### src/hdl/date_offset_by_days_top_defines.svh
// Assertion macros shared by the date offset block.
`ifndef DATE_OFFSET_BY_DAYS_TOP_DEFINES_SVH
`define DATE_OFFSET_BY_DAYS_TOP_DEFINES_SVH

// Condition a holds in the same cycle as trigger t.
`define DOBD_ASSERT_NOW(label, clk, rst, t, a) \
  label: assert property (@(posedge clk) disable iff (rst) (t) |-> (a)) \
    else $error("dobd: same-cycle check failed");

// Condition a holds in the cycle after trigger t.
`define DOBD_ASSERT_NEXT(label, clk, rst, t, a) \
  label: assert property (@(posedge clk) disable iff (rst) (t) |=> (a)) \
    else $error("dobd: next-cycle check failed");

`endif

### src/hdl/dobd_pkg.sv
// Package: field widths, calendar constants and controller/datapath links.
`default_nettype none
package dobd_pkg;

  localparam int YEAR_W  = 14;
  localparam int MONTH_W = 4;
  localparam int DAY_W   = 5;
  localparam int COUNT_W = 16;
  localparam int YMOD_W  = 9;   // year mod 400
  localparam int STEP_W  = 3;

  localparam logic [YEAR_W-1:0]  YEAR_MAX   = YEAR_W'(9999);
  localparam logic [YEAR_W-1:0]  YEAR_MIN   = YEAR_W'(1);
  localparam logic [MONTH_W-1:0] MONTH_JAN  = MONTH_W'(1);
  localparam logic [MONTH_W-1:0] MONTH_FEB  = MONTH_W'(2);
  localparam logic [MONTH_W-1:0] MONTH_DEC  = MONTH_W'(12);
  localparam logic [YMOD_W-1:0]  YMOD_LAST  = YMOD_W'(399);
  localparam logic [STEP_W-1:0]  MOD_FIRST_STEP = STEP_W'(4);

  localparam logic CMD_ADD = 1'b0;

  typedef struct packed {
    logic idle;
    logic load;
    logic mod_step;
    logic check;
    logic walk;
    logic finish;
  } dobd_cmd_t;

  typedef struct packed {
    logic in_valid;
    logic mod_last;
    logic fin;
    logic out_busy;
  } dobd_sts_t;

  // Subtrahend for each restoring step of the year mod 400 reduction.
  function automatic logic [YEAR_W-1:0] mod_sub(input logic [STEP_W-1:0] k);
    logic [YEAR_W-1:0] v;
    case (k)
      3'd4:    v = YEAR_W'(6400);
      3'd3:    v = YEAR_W'(3200);
      3'd2:    v = YEAR_W'(1600);
      3'd1:    v = YEAR_W'(800);
      default: v = YEAR_W'(400);
    endcase
    return v;
  endfunction

  // Leap rule on the year reduced mod 400.
  function automatic logic leap_of(input logic [YMOD_W-1:0] r);
    logic century;
    century = (r == YMOD_W'(100)) || (r == YMOD_W'(200)) || (r == YMOD_W'(300));
    return (r == '0) || ((r[1:0] == 2'b00) && !century);
  endfunction

  function automatic logic [DAY_W-1:0] days_in(input logic [MONTH_W-1:0] m,
                                               input logic leap);
    logic [DAY_W-1:0] v;
    case (m)
      MONTH_FEB: v = leap ? DAY_W'(29) : DAY_W'(28);
      4'd4:      v = DAY_W'(30);
      4'd6:      v = DAY_W'(30);
      4'd9:      v = DAY_W'(30);
      4'd11:     v = DAY_W'(30);
      default:   v = DAY_W'(31);
    endcase
    return v;
  endfunction

endpackage
`default_nettype wire

### src/hdl/dobd_in_if.sv
// Request channel: direction, start date and day count.
`default_nettype none
interface dobd_in_if;
  logic                         valid;
  logic                         ready;
  logic                         command;
  logic [dobd_pkg::YEAR_W-1:0]  start_year;
  logic [dobd_pkg::MONTH_W-1:0] start_month;
  logic [dobd_pkg::DAY_W-1:0]   start_day;
  logic [dobd_pkg::COUNT_W-1:0] day_count;

  modport source (output valid, command, start_year, start_month, start_day, day_count,
                  input ready);
  modport sink (input valid, command, start_year, start_month, start_day, day_count,
                output ready);
endinterface
`default_nettype wire

### src/hdl/dobd_out_if.sv
// Response channel: resulting date and range flag.
`default_nettype none
interface dobd_out_if;
  logic                         valid;
  logic                         ready;
  logic [dobd_pkg::YEAR_W-1:0]  result_year;
  logic [dobd_pkg::MONTH_W-1:0] result_month;
  logic [dobd_pkg::DAY_W-1:0]   result_day;
  logic                         range_error;

  modport source (output valid, result_year, result_month, result_day, range_error,
                  input ready);
  modport sink (input valid, result_year, result_month, result_day, range_error,
                output ready);
endinterface
`default_nettype wire

### src/hdl/date_offset_by_days_top.sv
// Top level of the Gregorian date offset block.
// Moves a Gregorian date (year 1..9999) forward (command 0) or backward
// (command 1) by day_count days, one month per clock cycle, using the
// 4/100/400 leap-year rule. An item is accepted on request when valid and
// ready are high; the result appears on response with the same handshake.
// The year is first reduced mod 400, then the start date is checked and the
// months are walked; the time an item takes grows with the month boundaries
// crossed. The block works on one item at a time but accepts the next item
// while the previous result still waits in the output register. A start date
// that is not a valid calendar date, or a result outside years 1..9999, gives
// range_error high with the start date echoed back.
`default_nettype none
module date_offset_by_days_top (
  input  wire         clk,
  input  wire         rst,
  dobd_in_if.sink     request,
  dobd_out_if.source  response
);
  import dobd_pkg::*;

  dobd_cmd_t cmd;
  dobd_sts_t sts;

  // sequence each item: load, reduce year mod 400, check, walk months, deliver
  dobd_ctrl u_ctrl (
    .clk (clk),
    .rst (rst),
    .sts (sts),
    .cmd (cmd)
  );

  // hold the date being walked and the output register
  dobd_dp u_dp (
    .clk      (clk),
    .rst      (rst),
    .cmd      (cmd),
    .sts      (sts),
    .request  (request),
    .response (response)
  );
endmodule
`default_nettype wire

### src/hdl/dobd_ctrl.sv
// Controller: sequences load, year reduction, check and month walk.
`default_nettype none
`include "date_offset_by_days_top_defines.svh"
module dobd_ctrl (
  input  wire                  clk,
  input  wire                  rst,
  input  dobd_pkg::dobd_sts_t  sts,
  output dobd_pkg::dobd_cmd_t  cmd
);
  import dobd_pkg::*;

  localparam logic [1:0] ST_IDLE  = 2'd0;
  localparam logic [1:0] ST_MOD   = 2'd1;
  localparam logic [1:0] ST_CHECK = 2'd2;
  localparam logic [1:0] ST_WALK  = 2'd3;

  logic [1:0] state;
  logic [1:0] state_next;

  always_comb begin
    state_next = state;
    cmd        = '0;
    cmd.idle   = (state == ST_IDLE);
    case (state)
      ST_IDLE: begin
        if (sts.in_valid) begin
          cmd.load   = 1'b1;
          state_next = ST_MOD;
        end
      end
      ST_MOD: begin
        cmd.mod_step = 1'b1;
        if (sts.mod_last) begin
          state_next = ST_CHECK;
        end
      end
      ST_CHECK: begin
        cmd.check  = 1'b1;
        state_next = ST_WALK;
      end
      ST_WALK: begin
        if (sts.fin) begin
          // hold the result until the output register is free
          if (!sts.out_busy) begin
            cmd.finish = 1'b1;
            state_next = ST_IDLE;
          end
        end else begin
          cmd.walk = 1'b1;
        end
      end
      default: state_next = ST_IDLE;
    endcase
  end

  always_ff @(posedge clk) begin
    if (rst) begin
      state <= ST_IDLE;
    end else begin
      state <= state_next;
    end
  end

  `DOBD_ASSERT_NEXT(a_mod_to_check, clk, rst, (state == ST_MOD) && sts.mod_last, state == ST_CHECK)
  `DOBD_ASSERT_NEXT(a_finish_to_idle, clk, rst, cmd.finish, state == ST_IDLE)
  `DOBD_ASSERT_NOW(a_no_overwrite, clk, rst, cmd.finish, !sts.out_busy)
endmodule
`default_nettype wire

### src/hdl/dobd_dp.sv
// Datapath: date registers, year mod 400 unit, month step and output register.
`default_nettype none
`include "date_offset_by_days_top_defines.svh"
module dobd_dp (
  input  wire                  clk,
  input  wire                  rst,
  input  dobd_pkg::dobd_cmd_t  cmd,
  output dobd_pkg::dobd_sts_t  sts,
  dobd_in_if.sink              request,
  dobd_out_if.source           response
);
  import dobd_pkg::*;

  logic                 dir;
  logic [YEAR_W-1:0]    y0, y, ymod;
  logic [MONTH_W-1:0]   m0, m;
  logic [DAY_W-1:0]     d0, d;
  logic [COUNT_W-1:0]   n;
  logic [STEP_W-1:0]    k;
  logic                 err, fin, out_valid;

  logic [YEAR_W-1:0]    sub;
  logic [YMOD_W-1:0]    r, r_inc, r_dec;
  logic [DAY_W-1:0]     dim_cur, left, d_prev_len;
  logic [DAY_W:0]       left_p1;
  logic                 bad;
  logic [MONTH_W-1:0]   m_dec;
  logic [YMOD_W-1:0]    r_back;

  assign sub     = mod_sub(k);
  assign r       = ymod[YMOD_W-1:0];
  assign r_inc   = (r == YMOD_LAST) ? '0 : r + YMOD_W'(1);
  assign r_dec   = (r == '0) ? YMOD_LAST : r - YMOD_W'(1);
  assign dim_cur = days_in(m, leap_of(r));
  assign left    = dim_cur - d;
  assign left_p1 = {1'b0, left} + (DAY_W+1)'(1);
  assign bad     = (y < YEAR_MIN) || (y > YEAR_MAX) || (m < MONTH_JAN) || (m > MONTH_DEC)
                   || (d == '0) || (d > dim_cur);
  // month and year residue after stepping back one month
  assign m_dec      = (m == MONTH_JAN) ? MONTH_DEC : m - MONTH_W'(1);
  assign r_back     = (m == MONTH_JAN) ? r_dec : r;
  assign d_prev_len = days_in(m_dec, leap_of(r_back));

  always_ff @(posedge clk) begin
    if (cmd.load) begin
      dir  <= request.command;
      y0   <= request.start_year;
      m0   <= request.start_month;
      d0   <= request.start_day;
      y    <= request.start_year;
      m    <= request.start_month;
      d    <= request.start_day;
      n    <= request.day_count;
      ymod <= request.start_year;
      k    <= MOD_FIRST_STEP;
    end else if (cmd.mod_step) begin
      // one restoring step of year mod 400
      if (ymod >= sub) begin
        ymod <= ymod - sub;
      end
      k <= k - STEP_W'(1);
    end else if (cmd.walk) begin
      if (dir == CMD_ADD) begin
        if (n <= {{(COUNT_W-DAY_W){1'b0}}, left}) begin
          d <= d + n[DAY_W-1:0];
          n <= '0;
        end else begin
          n <= n - {{(COUNT_W-DAY_W-1){1'b0}}, left_p1};
          d <= DAY_W'(1);
          if (m == MONTH_DEC) begin
            m    <= MONTH_JAN;
            y    <= y + YEAR_W'(1);
            ymod <= {{(YEAR_W-YMOD_W){1'b0}}, r_inc};
          end else begin
            m <= m + MONTH_W'(1);
          end
        end
      end else begin
        if (n < {{(COUNT_W-DAY_W){1'b0}}, d}) begin
          d <= d - n[DAY_W-1:0];
          n <= '0;
        end else begin
          n    <= n - {{(COUNT_W-DAY_W){1'b0}}, d};
          m    <= m_dec;
          d    <= d_prev_len;
          ymod <= {{(YEAR_W-YMOD_W){1'b0}}, r_back};
          if (m == MONTH_JAN) begin
            y <= y - YEAR_W'(1);
          end
        end
      end
    end
  end

  // control flags: error and walk finished
  always_ff @(posedge clk) begin
    if (rst) begin
      err <= 1'b0;
      fin <= 1'b0;
    end else if (cmd.load) begin
      err <= 1'b0;
      fin <= 1'b0;
    end else if (cmd.check) begin
      err <= bad;
      fin <= bad;
    end else if (cmd.walk) begin
      if (dir == CMD_ADD) begin
        if (n <= {{(COUNT_W-DAY_W){1'b0}}, left}) begin
          fin <= 1'b1;
        end else if ((m == MONTH_DEC) && (y >= YEAR_MAX)) begin
          err <= 1'b1;
          fin <= 1'b1;
        end
      end else begin
        if (n < {{(COUNT_W-DAY_W){1'b0}}, d}) begin
          fin <= 1'b1;
        end else if ((m == MONTH_JAN) && (y <= YEAR_MIN)) begin
          err <= 1'b1;
          fin <= 1'b1;
        end
      end
    end
  end

  // output register
  always_ff @(posedge clk) begin
    if (rst) begin
      out_valid <= 1'b0;
    end else if (cmd.finish) begin
      out_valid <= 1'b1;
    end else if (response.ready) begin
      out_valid <= 1'b0;
    end
  end

  always_ff @(posedge clk) begin
    if (cmd.finish) begin
      response.result_year  <= err ? y0 : y;
      response.result_month <= err ? m0 : m;
      response.result_day   <= err ? d0 : d;
      response.range_error  <= err;
    end
  end

  assign response.valid = out_valid;
  assign request.ready  = cmd.idle;

  assign sts.in_valid = request.valid;
  assign sts.mod_last = (k == '0);
  assign sts.fin      = fin;
  assign sts.out_busy = out_valid && !response.ready;

  `DOBD_ASSERT_NOW(a_err_ends_walk, clk, rst, err, fin)
  `DOBD_ASSERT_NEXT(a_finish_loads_out, clk, rst, cmd.finish, response.valid)
  `DOBD_ASSERT_NEXT(a_out_holds, clk, rst, response.valid && !response.ready, response.valid)
endmodule
`default_nettype wire
### src/flat_wrapper.sv
// flat-port wrapper written by rule: the top's interface ports become plain ports
module date_offset_by_days_top_flat import dobd_pkg::*;
  (clk, rst, request_valid, request_command, request_start_year, request_start_month, request_start_day, request_day_count, request_ready, response_valid, response_result_year, response_result_month, response_result_day, response_range_error, response_ready);
  dobd_in_if request_i ();
  dobd_out_if response_i ();
  input  wire clk;
  input  wire rst;
  input wire logic [$bits(request_i.valid)-1:0] request_valid;
  input wire logic [$bits(request_i.command)-1:0] request_command;
  input wire logic [$bits(request_i.start_year)-1:0] request_start_year;
  input wire logic [$bits(request_i.start_month)-1:0] request_start_month;
  input wire logic [$bits(request_i.start_day)-1:0] request_start_day;
  input wire logic [$bits(request_i.day_count)-1:0] request_day_count;
  output wire logic [$bits(request_i.ready)-1:0] request_ready;
  output wire logic [$bits(response_i.valid)-1:0] response_valid;
  output wire logic [$bits(response_i.result_year)-1:0] response_result_year;
  output wire logic [$bits(response_i.result_month)-1:0] response_result_month;
  output wire logic [$bits(response_i.result_day)-1:0] response_result_day;
  output wire logic [$bits(response_i.range_error)-1:0] response_range_error;
  input wire logic [$bits(response_i.ready)-1:0] response_ready;
  assign request_i.valid = request_valid;
  assign request_i.command = request_command;
  assign request_i.start_year = request_start_year;
  assign request_i.start_month = request_start_month;
  assign request_i.start_day = request_start_day;
  assign request_i.day_count = request_day_count;
  assign request_ready = request_i.ready;
  assign response_valid = response_i.valid;
  assign response_result_year = response_i.result_year;
  assign response_result_month = response_i.result_month;
  assign response_result_day = response_i.result_day;
  assign response_range_error = response_i.range_error;
  assign response_i.ready = response_ready;
  date_offset_by_days_top u_core (.clk(clk), .rst(rst), .request(request_i), .response(response_i));
endmodule
### config.mk
export PLATFORM = sky130hd
export DESIGN_NAME = date_offset_by_days_top_flat
export DESIGN_NICKNAME = d
export VERILOG_FILES = /design/src/hdl/dobd_pkg.sv /design/src/hdl/dobd_in_if.sv /design/src/hdl/dobd_out_if.sv /design/src/hdl/date_offset_by_days_top.sv /design/src/hdl/dobd_ctrl.sv /design/src/hdl/dobd_dp.sv /design/src/flat_wrapper.sv
export VERILOG_INCLUDE_DIRS = /design/src /design/src/hdl
export SDC_FILE = /design/constraint.sdc
export NUM_CORES = 1
export LEC_CHECK = 0
export BUFFER_PORTS_ARGS = -buffer_cell sky130_fd_sc_hd__buf_4
export CORE_ASPECT_RATIO = 0.75
export CORE_MARGIN = 2
export CORE_UTILIZATION = 40
export DETAILED_ROUTE_END_ITERATION = 8
export GPL_TIMING_DRIVEN = 0
export PLACE_DENSITY = 0.66
export REMOVE_ABC_BUFFERS = 1
export SYNTH_ARGS = -nofsm -noshare
export SYNTH_HDL_FRONTEND = slang
export SYNTH_SLANG_ARGS = --single-unit
### constraint.sdc
create_clock -name clk -period 6.19 [get_ports clk]
set_input_delay 1.5475 -clock clk [delete_from_list [all_inputs] [get_ports clk]]
set_output_delay 1.5475 -clock clk [all_outputs]
set_load 0.05 [all_outputs]
==> impl_metrics.ini, run 1 <==
[run_status]
status = complete, no violations

[floorplan]
die_w_um = 164.2
coreArea_um2 = 18670
die_h_um = 124.2
placementRows = 43
die_area_um2 = 20390
initial_core_util_pct = 41.25
num_io_pins = 70

[synth]
netlist_instances = 798
seq_area_frac_synth_pct = 41.46
yosysWarnings = 0
synth_seq_cells = 109
async_flop_share_pct = 0
yosysTopAreaCellShare_pct = 39.38
synth_edf_count = 101
syn_area_per_cell_um2 = 9.651
ys_types = 74
ys_top_cells_by_area = edfxtp_1 39%, ha_1 8.9%, o21ai_0 3.9%
synth_top_cell_by_area = edfxtp_1
syn_area_um2 = 7701
synth_top_flop_cell = edfxtp_1

[clocking]
htree_levels = 3
cts_tree = yes
post_cts_resized = 0
clkTransAtPathRegs_ps = 80
cts_buffers = 9
holdBufCountCts = 0
cts_buffer_depth = 2
clock_sinks = 109
root_buffer = clkbuf_16
clock_latency_ps = 360
cts_setup_buffers = 0

[worst_setup_path]
rrSetupSlack_ps = 870
r2r-end = u_core.u_dp.ymod[7]$_DFFE_PP_
cp-end-kind = flop
crit_required_ps = 6160
r2r_cells = 16
crit_fanout = 12
worstReg2RegStart = u_core.u_dp.ymod[6]$_DFFE_PP_
critPathArrivalTime_ps = 5290
start_kind = flop
setup.worst_path.start = u_core.u_dp.ymod[6]$_DFFE_PP_
crit_type = flop to flop

[global_route]
grt_remaining_overflow = 0
antenna_found_initial = 0
grt_pass1_vias = 5549
grt_max_degree = 87
grt_pass1_wl_um = 30630
grtUsageTotal_pct = 19.49

[cells_and_area]
ff_latch_area_um2 = 3193
final_util_pct = 46.72
nets = 944
stdcell_area_um2 = 8722
mostFrequentLayoutCells = 101 x edfxtp_1, 77 x nand2_1, 69 x buf_4
drive_gt1_share_pct = 14.69
layout_commonest_cell = edfxtp_1
syn2layout_area_growth_pct = 13.26
multiInputGateArea_um2 = 4200
num-fill-cells = 1809

[worst_hold_path]
min_path_cells = 2
min_from = u_core.u_dp.k[1]$_SDFFE_PP0P_
hold_end = u_core.u_dp.k[1]$_SDFFE_PP0P_
hp-class = flop to flop

[route]
drtIter0Drc = 556
ant_nets = 0
avgViaCountPerCell = 5.625
wl_per_cell_um = 17.52
drt-pass1-iter-count = 5
highest_layer = met4
num_vias = 6142
drt_wl_total_um = 19140
drc = 0
wl_met1_um = 9919
wl_met3_um = 1157
dr_wl_met2_um = 7876

[timing]
finalCritPeriodShare_pct = 85.92
period_needed_ps = 5319
setup_viol = 0
setup_tns_ps = 0
skew_ps = 10.43
rsz0062_at_grt = no
slew_viol_final = 0
fmax_mhz = 188.0
worst_pin_slew_ps = 1305
relSlewSlack_pct = 12.88
hold_violations = 0

[flow_run]
drv_cap = 0

[placed_design]
io_buffer_count = 69
gp_congestion = 0.9140
dp_hpwl_um = 13930
post_dp_cell_area_um2 = 8396

[power]
ir_drop_mv = 0.1852
finalPower_mw = 4.666
leakagePower_nw = 3.256
power_density_nw_per_um2 = 535.0
==> final cells by class <==
cell class / count / area share [%]
Multi-Input combinational cell: 610 / 48.16
Sequential cell: 109 / 36.61
Timing Repair Buffer: 72 / 6.699
Tap cell: 247 / 3.543
Clock buffer: 9 / 2.582
Inverter: 37 / 1.621
Clock inverter: 7 / 0.7603
Antenna cell: 1 / 0.02869
==> worst max-delay path, cell delays in order, from the launching register on <==
cell,delay [ps]
edfxtp_1,690
nor2b_1,290
a22oi_1,90
o31ai_1,370
a211oi_1,130
a21oi_1,210
ha_1,210
fa_1,210
nand3_1,100
xnor2_1,320
ha_1,360
mux2i_1,140
a21oi_1,330
o31ai_4,200
o21ai_0,220
a21oi_1,150
a31oi_1,910
==> worst max path at each step <==
stage | cells past startpoint | to | slack (ps)
floorplan | 16 | u_core.u_dp.y[0]$_DFFE_PP_ | 1390
global placement | 5 | u_core.u_dp.y[6]$_DFFE_PP_ | -160
detailed placement | 16 | u_core.u_dp.ymod[9]$_DFFE_PP_ | 860
CTS | 17 | u_core.u_dp.ymod[13]$_DFFE_PP_ | 860
global route | 17 | u_core.u_dp.ymod[13]$_DFFE_PP_ | 510
finish | 16 | u_core.u_dp.ymod[7]$_DFFE_PP_ | 870
==> metal layers <==
| metal | up-vias | GRT usage, % |
|---|---|---|
| li1 | 3026 | - |
| met1 | 2878 | 30.30 |
| met2 | 224 | 27.85 |
| met3 | 14 | 3.596 |
| met4 | 0 | 4.167 |
| met5 | - | 0 |
==> synth_stat cells (4+ instances only) <==
master and count:
a211oi_1 6, a21o_1 5, a21oi_1 46, a22oi_1 4
a31oi_1 11, a41oi_1 4, and2_1 4, and3_1 8
clkbuf_1 34, dfxtp_1 8, edfxtp_1 101, fa_1 6
ha_1 55, inv_1 36, mux2_2 15, mux2i_1 6
nand2_1 78, nand2b_1 11, nand3_1 24, nand4_1 9
nor2_1 65, nor2b_1 14, nor3_1 22, nor4_1 7
o211ai_1 7, o21a_1 12, o21ai_0 60, o21ai_1 4
o21bai_1 4, o221ai_1 6, o31ai_1 5, or3_1 7
xnor2_1 29, xor2_1 21
==> flip-flops by register name, indices dropped and copies added (netlist names), 4 cells and up <==
signal and count:
u_core.u_dp.y 14, u_core.u_dp.d 5, u_core.u_dp.y0 14, u_core.u_dp.response.result_year 14
u_core.u_dp.m 4, u_core.u_dp.m0 4, u_core.u_dp.d0 5, u_core.u_dp.response.result_month 4
u_core.u_dp.response.result_day 5, u_core.u_dp.ymod 14, u_core.u_dp.n 16
==> cells by family after synthesis <==
group                      after synthesis  share of synthesized area, %
adders and majority gates               61                         10.50
AOI/OAI and AO/OA                      208                         17.82
muxes                                   21                         2.973
buffers and inverters                   79                         4.191
xor gates and xnor gates                50                         5.686
and+or+nand+nor                        270                         17.37
DFF                                    109                         41.46
==> where the power goes <==
part / switching [mW] / leakage (nW) / internal [mW]
registers: 0.336 / 1.01 / 1.18
logic: 1.49 / 2.10 / 1.08
clock network: 0.302 / 0.143 / 0.284
==> metrics by stage <==
step / std cells / setup WS, ps / hold slack, ps
2_1_floorplan: 756 / 1387 / 484.4
3_3_place_gp: 1072 / -158.8 / 503.4
3_5_place_dp: 1074 / 857.9 / 514.4
4_1_cts: 1090 / 862.9 / 523.3
5_1_grt: 1091 / 511.8 / 555.6
6_report: 1092 / 871.3 / 521.0
No activity file was read; power rests on OpenSTA's default activity.
==> run 2: changes to the inputs <==
CTS_BUF_LIST = sky130_fd_sc_hd__clkbuf_4   (was default)
==> run 2 against run 1 <==
Global-route usage stayed put. Count of clock-buffer cells in the layout stayed put. Fmax hardly changed. First-iteration DRC count is 14% lower. Sequential power hardly changed. Clock skew is 9.9 ps higher. Combinational power hardly changed. Routed wire length hardly changed. Worst hold slack better by 11 ps. Register-to-register slack hardly changed. Largest cell class unchanged. Largest power group unchanged.
==> impl_metrics.ini, run 2 (same netlist as run 1, synthesis figures left out) <==
[run_status]
status = complete, no violations

[power]
power_density_nw_per_um2 = 519.8
leakagePower_nw = 3.187
ir_drop_mv = 0.1859
finalPower_mw = 4.453

[worst_setup_path]
worstReg2RegStart = u_core.u_dp.ymod[6]$_DFFE_PP_
start_kind = flop
slowest_stage = a31oi_1
crit_required_ps = 6340
rrSetupSlack_ps = 870
cp-end-kind = flop
critPathArrivalTime_ps = 5460
crit_type = flop to flop
r2r-end = u_core.u_dp.ymod[7]$_DFFE_PP_
slowest_delay_ps = 910
crit_buf_inv = 1
crit_chain = nor2b_1, a22oi_1, o31ai_1, a211oi_1, a21oi_1, ha_1, inv_1, a211o_1, xnor2_1, ha_1, a21o_1, nor2_1, a21oi_1, o31ai_4, o21ai_0, a21oi_1, a31oi_1
r2r_cells = 17
cpMostUsedCell = a21oi_1
crit_fanout = 12
cp_top_family = compound AO/OA/AOI/OAI gates

[floorplan]
die_h_um = 124.2
placementRows = 43
die_w_um = 164.2
coreArea_um2 = 18670
die_area_um2 = 20390
initial_core_util_pct = 41.25
num_io_pins = 70

[timing]
finalCritPeriodShare_pct = 85.88
skew_ps = 20.37
setup_viol = 0
hold_violations = 0
holdWs_ps = 531.6
fmax_mhz = 188.1
worst_pin_slew_ps = 1205
layout_setup_ws_ps = 873.9
slew_viol_final = 0
relSlewSlack_pct = 19.29
rsz0062_at_grt = no
period_needed_ps = 5316

[route]
drt-pass1-iter-count = 4
drtIter0Drc = 476
avgViaCountPerCell = 5.598
drt_wl_total_um = 19150
drc = 0
wl_per_cell_um = 17.54
wl_met1_um = 9862
wl_met3_um = 1151
num_vias = 6113
dr_wl_met2_um = 7805
ant_nets = 0
highest_layer = met4

[clocking]
cts_tree = yes
cts_buffer_depth = 2
post_cts_resized = 0
clkTransAtPathRegs_ps = 190
holdBufCountCts = 0
htree_levels = 3
root_buffer = clkbuf_4
clock_sinks = 109
clock_latency_ps = 520
cts_buffers = 9
cts_setup_buffers = 0

[worst_hold_path]
hold_end = u_core.u_dp.k[1]$_SDFFE_PP0P_
hp-class = flop to flop
min_path_cells = 2
min_from = u_core.u_dp.k[1]$_SDFFE_PP0P_

[global_route]
grtUsageTotal_pct = 19.49
grt_remaining_overflow = 0
grt_max_degree = 87
grt_pass1_vias = 5544
antenna_found_initial = 1
grt_pass1_wl_um = 30540

[cells_and_area]
multiInputGateArea_um2 = 4200
num-fill-cells = 1832
finalNonFillerCells = 1092
ff_latch_area_um2 = 3194
regMostFlops = u_core.u_dp.n
mostFrequentLayoutCells = 101 x edfxtp_1, 77 x nand2_1, 69 x buf_4
largest_reg_flops = 16
final_util_pct = 45.88
layout_commonest_cell = edfxtp_1
nets = 944
syn2layout_area_growth_pct = 11.23
drive_gt1_share_pct = 14.81

[placed_design]
place_inst = 1074
gp_congestion = 0.9140
dp_hpwl_um = 13930
place_ws_ps = 857.9
io_buffer_count = 69

[flow_run]
drv_cap = 0
## run 2: changes by cell type in the layout (fill, tap and decap cells not counted)
cell       previous run  this run
clkbuf_16             9         0
clkbuf_4              0         9
dfxtp_1               8         7
dfxtp_2               0         1
## run 2: through the flow
| step | instance area [um2] | setup TNS [ps] |
|---|---|---|
| after global routing | 8566 | 0 |
| after CTS | 8529 | 0 |
| final | 8566 | 0 |
| after floorplan | 7517 | 0 |
| after detailed placement | 8396 | 0 |
| after global placement | 8344 | -4289 |
## run 2: per-layer routing
metal	global-route usage, %	vias up
met2	27.93	196
met4	5.373	0
met1	29.96	2867
li1	-	3023
met3	3.297	27
met5	0	-
## run 2: tightest hold or removal path, cell delays in order, from the launching register on
cell and delay [ps]:
dfxtp_1 380, nor2_1 90, a211oi_1 50
## run 2: worst max path at each step
| stage | startpoint | endpoint | depth (start not counted) |
|---|---|---|---|
| 2_1_floorplan | u_core.u_dp.m[0]$_DFFE_PP_ | u_core.u_dp.y[0]$_DFFE_PP_ | 16 |
| 6_report | u_core.u_dp.ymod[6]$_DFFE_PP_ | u_core.u_dp.ymod[7]$_DFFE_PP_ | 17 |
| 5_1_grt | u_core.u_dp.ymod[5]$_DFFE_PP_ | u_core.u_dp.ymod[13]$_DFFE_PP_ | 17 |
| 3_3_place_gp | request_valid | u_core.u_dp.y[6]$_DFFE_PP_ | 5 |
| 4_1_cts | u_core.u_dp.m[0]$_DFFE_PP_ | u_core.u_dp.ymod[13]$_DFFE_PP_ | 16 |
| 3_5_place_dp | u_core.u_dp.m[0]$_DFFE_PP_ | u_core.u_dp.ymod[9]$_DFFE_PP_ | 16 |
## run 2: final cells by class
cell class                      instances  area share [%]
Multi-Input combinational cell        610           49.04
Sequential cell                       109           37.29
Timing Repair Buffer                   72           6.821
Tap cell                              247           3.608
Inverter                               37           1.651
Clock buffer                            9          0.7888
Clock inverter                          7          0.7742
Antenna cell                            1         0.02921
## run 2: report_power, final
group          total (mW)  internal (mW)  switching (mW)
sequential           1.51           1.17           0.336
clock               0.376         0.0928           0.283
combinational        2.57           1.08            1.49
total                4.45           2.34            2.11
==> run 3: changes to the inputs <==
CORE_UTILIZATION = 45   (was 40)
PLACE_DENSITY = 0.72   (was 0.66)
==> run 3 against run 2 <==
Via count rose by 1.6%. Utilization is 5.1 points higher. Clock skew decreased by 7.3 ps. Worst hold slack improved by 4.5 ps. Combinational power barely moved. Cell count decreased by 3.0%. Flip-flop and latch count is the same. Routed wire length fell by 2.6%. Setup slack got worse by 120 ps. Critical endpoint is now u_core.u_dp.ymod[12]$_DFFE_PP_. Largest cell class unchanged. Largest power group unchanged.
==> impl_metrics.ini, run 3 (same netlist as run 1, synthesis figures left out) <==
[run_status]
status = complete, no violations

[route]
drt-pass1-iter-count = 5
num_vias = 6209
wl_per_cell_um = 17.62
drt_wl_total_um = 18660
ant_nets = 0
drc = 0
drtIter0Drc = 519
avgViaCountPerCell = 5.863

[clocking]
cts_tree = yes
post_cts_resized = 0
cts_setup_buffers = 0
clock_sinks = 109
clock_latency_ps = 520
holdBufCountCts = 0
cts_buffer_depth = 2
htree_levels = 3
root_buffer = clkbuf_4
cts_buffers = 9
clkTransAtPathRegs_ps = 180

[power]
power_density_nw_per_um2 = 526.0
power.share.clock_pct = 9.3
swShare_pct = 46.88
p_int_mw = 2.391
leakagePower_nw = 3.203
seqPwrFrac_pct = 33.5
finalPower_mw = 4.501
comb_power_share_pct = 57.2
switchingPower_mw = 2.110
ir_drop_mv = 0.2125

[timing]
setup_viol = 0
fmax_mhz = 184.1
hold_violations = 0
setup_tns_ps = 0
period_needed_ps = 5432
skew_ps = 13.03
layout_setup_ws_ps = 758.2
slew_viol_final = 0
relSlewSlack_pct = 16.25
rsz0062_at_grt = no
worst_pin_slew_ps = 1255
finalCritPeriodShare_pct = 87.75

[placed_design]
place_inst = 1042
io_buffer_count = 69
gp_congestion = 0.9078
place_ws_ps = 904.7
dp_hpwl_um = 13640

[floorplan]
placementRows = 41
coreArea_um2 = 16770
die_w_um = 155.1
die_area_um2 = 18190
initial_core_util_pct = 45.91
num_io_pins = 70
die_h_um = 117.3

[worst_setup_path]
crit_fanout = 12
worstReg2RegStart = u_core.u_dp.ymod[6]$_DFFE_PP_
critPathArrivalTime_ps = 5580
start_kind = flop
crit_type = flop to flop
cp-end-kind = flop
r2r_cells = 15
rrSetupSlack_ps = 760
r2r-end = u_core.u_dp.ymod[12]$_DFFE_PP_
crit_required_ps = 6340

[worst_hold_path]
min_from = u_core.u_dp.k[1]$_SDFFE_PP0P_
min_path_cells = 2
hp-class = flop to flop
hold_end = u_core.u_dp.k[1]$_SDFFE_PP0P_

[global_route]
grtUsageTotal_pct = 21.16
antenna_found_initial = 0
grt_remaining_overflow = 0
grt_pass1_wl_um = 29860
grt_max_degree = 87
grt_pass1_vias = 5631

[cells_and_area]
layout_commonest_cell = edfxtp_1
regMostFlops = u_core.u_dp.n
largest_reg_flops = 16
mostFrequentLayoutCells = 101 x edfxtp_1, 77 x nand2_1, 69 x buf_4
drive_gt1_share_pct = 14.81
nets = 944
antenna_cells = 0
finalNonFillerCells = 1059
syn2layout_area_growth_pct = 11.13

[flow_run]
drv_cap = 0
run 3: metal layers:
layer	share of wire, %	vias to the layer above	track usage (%)	routed length (um)
met4	1.1	0	4.321	199
li1	-	3017	-	-
met2	42	255	30.96	7753
met3	7.6	17	4.529	1419
met5	0	-	0	0
met1	50	2920	32.24	9282
run 3: final cells by class:
cell class	instances	area (um2)
Tap cell	215	269.0
Clock inverter	7	102.6
Sequential cell	109	3193
Clock buffer	9	67.56
Fill cell	1564	8217
Timing Repair Buffer	72	584.3
Inverter	37	141.4
Multi-Input combinational cell	610	4200
run 3: per-stage QoR:
step	utilization [%]	hold WS [ps]	instance area [um2]
floorplan	-	484.4	7517
global placement	49.50	503.1	8304
detailed placement	49.81	516.5	8356
CTS	50.82	535.6	8526
global route	51.02	584.4	8558
finish	51.02	536.1	8558
run 3: how the worst max path moves through the flow:
| stage | start | endpoint | slack (ps) | cells after the start |
|---|---|---|---|---|
| 3_3_place_gp | request_valid | u_core.u_dp.y[7]$_DFFE_PP_ | -120 | 5 |
| 6_report | u_core.u_dp.ymod[6]$_DFFE_PP_ | u_core.u_dp.ymod[12]$_DFFE_PP_ | 760 | 15 |
| 2_1_floorplan | u_core.u_dp.m[0]$_DFFE_PP_ | u_core.u_dp.y[0]$_DFFE_PP_ | 1390 | 16 |
| 3_5_place_dp | u_core.u_dp.ymod[5]$_DFFE_PP_ | u_core.u_dp.ymod[9]$_DFFE_PP_ | 900 | 15 |
| 5_1_grt | u_core.u_dp.ymod[6]$_DFFE_PP_ | u_core.u_dp.ymod[11]$_DFFE_PP_ | 380 | 16 |
| 4_1_cts | u_core.u_dp.ymod[5]$_DFFE_PP_ | u_core.u_dp.ymod[11]$_DFFE_PP_ | 800 | 15 |
run 3: power groups by stage:
stage | Combinational, mW | Sequential (mW) | Clock [mW]
5_1_grt | 2.89 | 1.55 | 0.457
3_5_place_dp | 2.50 | 1.53 | 0
6_report | 2.57 | 1.51 | 0.420
3_3_place_gp | 2.42 | 1.52 | 0
2_1_floorplan | 1.94 | 1.43 | 0
4_1_cts | 2.53 | 1.51 | 0.432
run 3: critical path: stages, from the launching register on:
cell and delay, ps:
edfxtp_1 710, nor2b_1 240, a22oi_1 90, o31ai_1 410
a211oi_1 130, a21oi_1 210, ha_1 240, fa_1 510
ha_1 360, nor2b_1 160, o211ai_1 110, a21oi_1 380
o31ai_4 210, o21ai_0 250, a21oi_1 140, a31oi_1 920
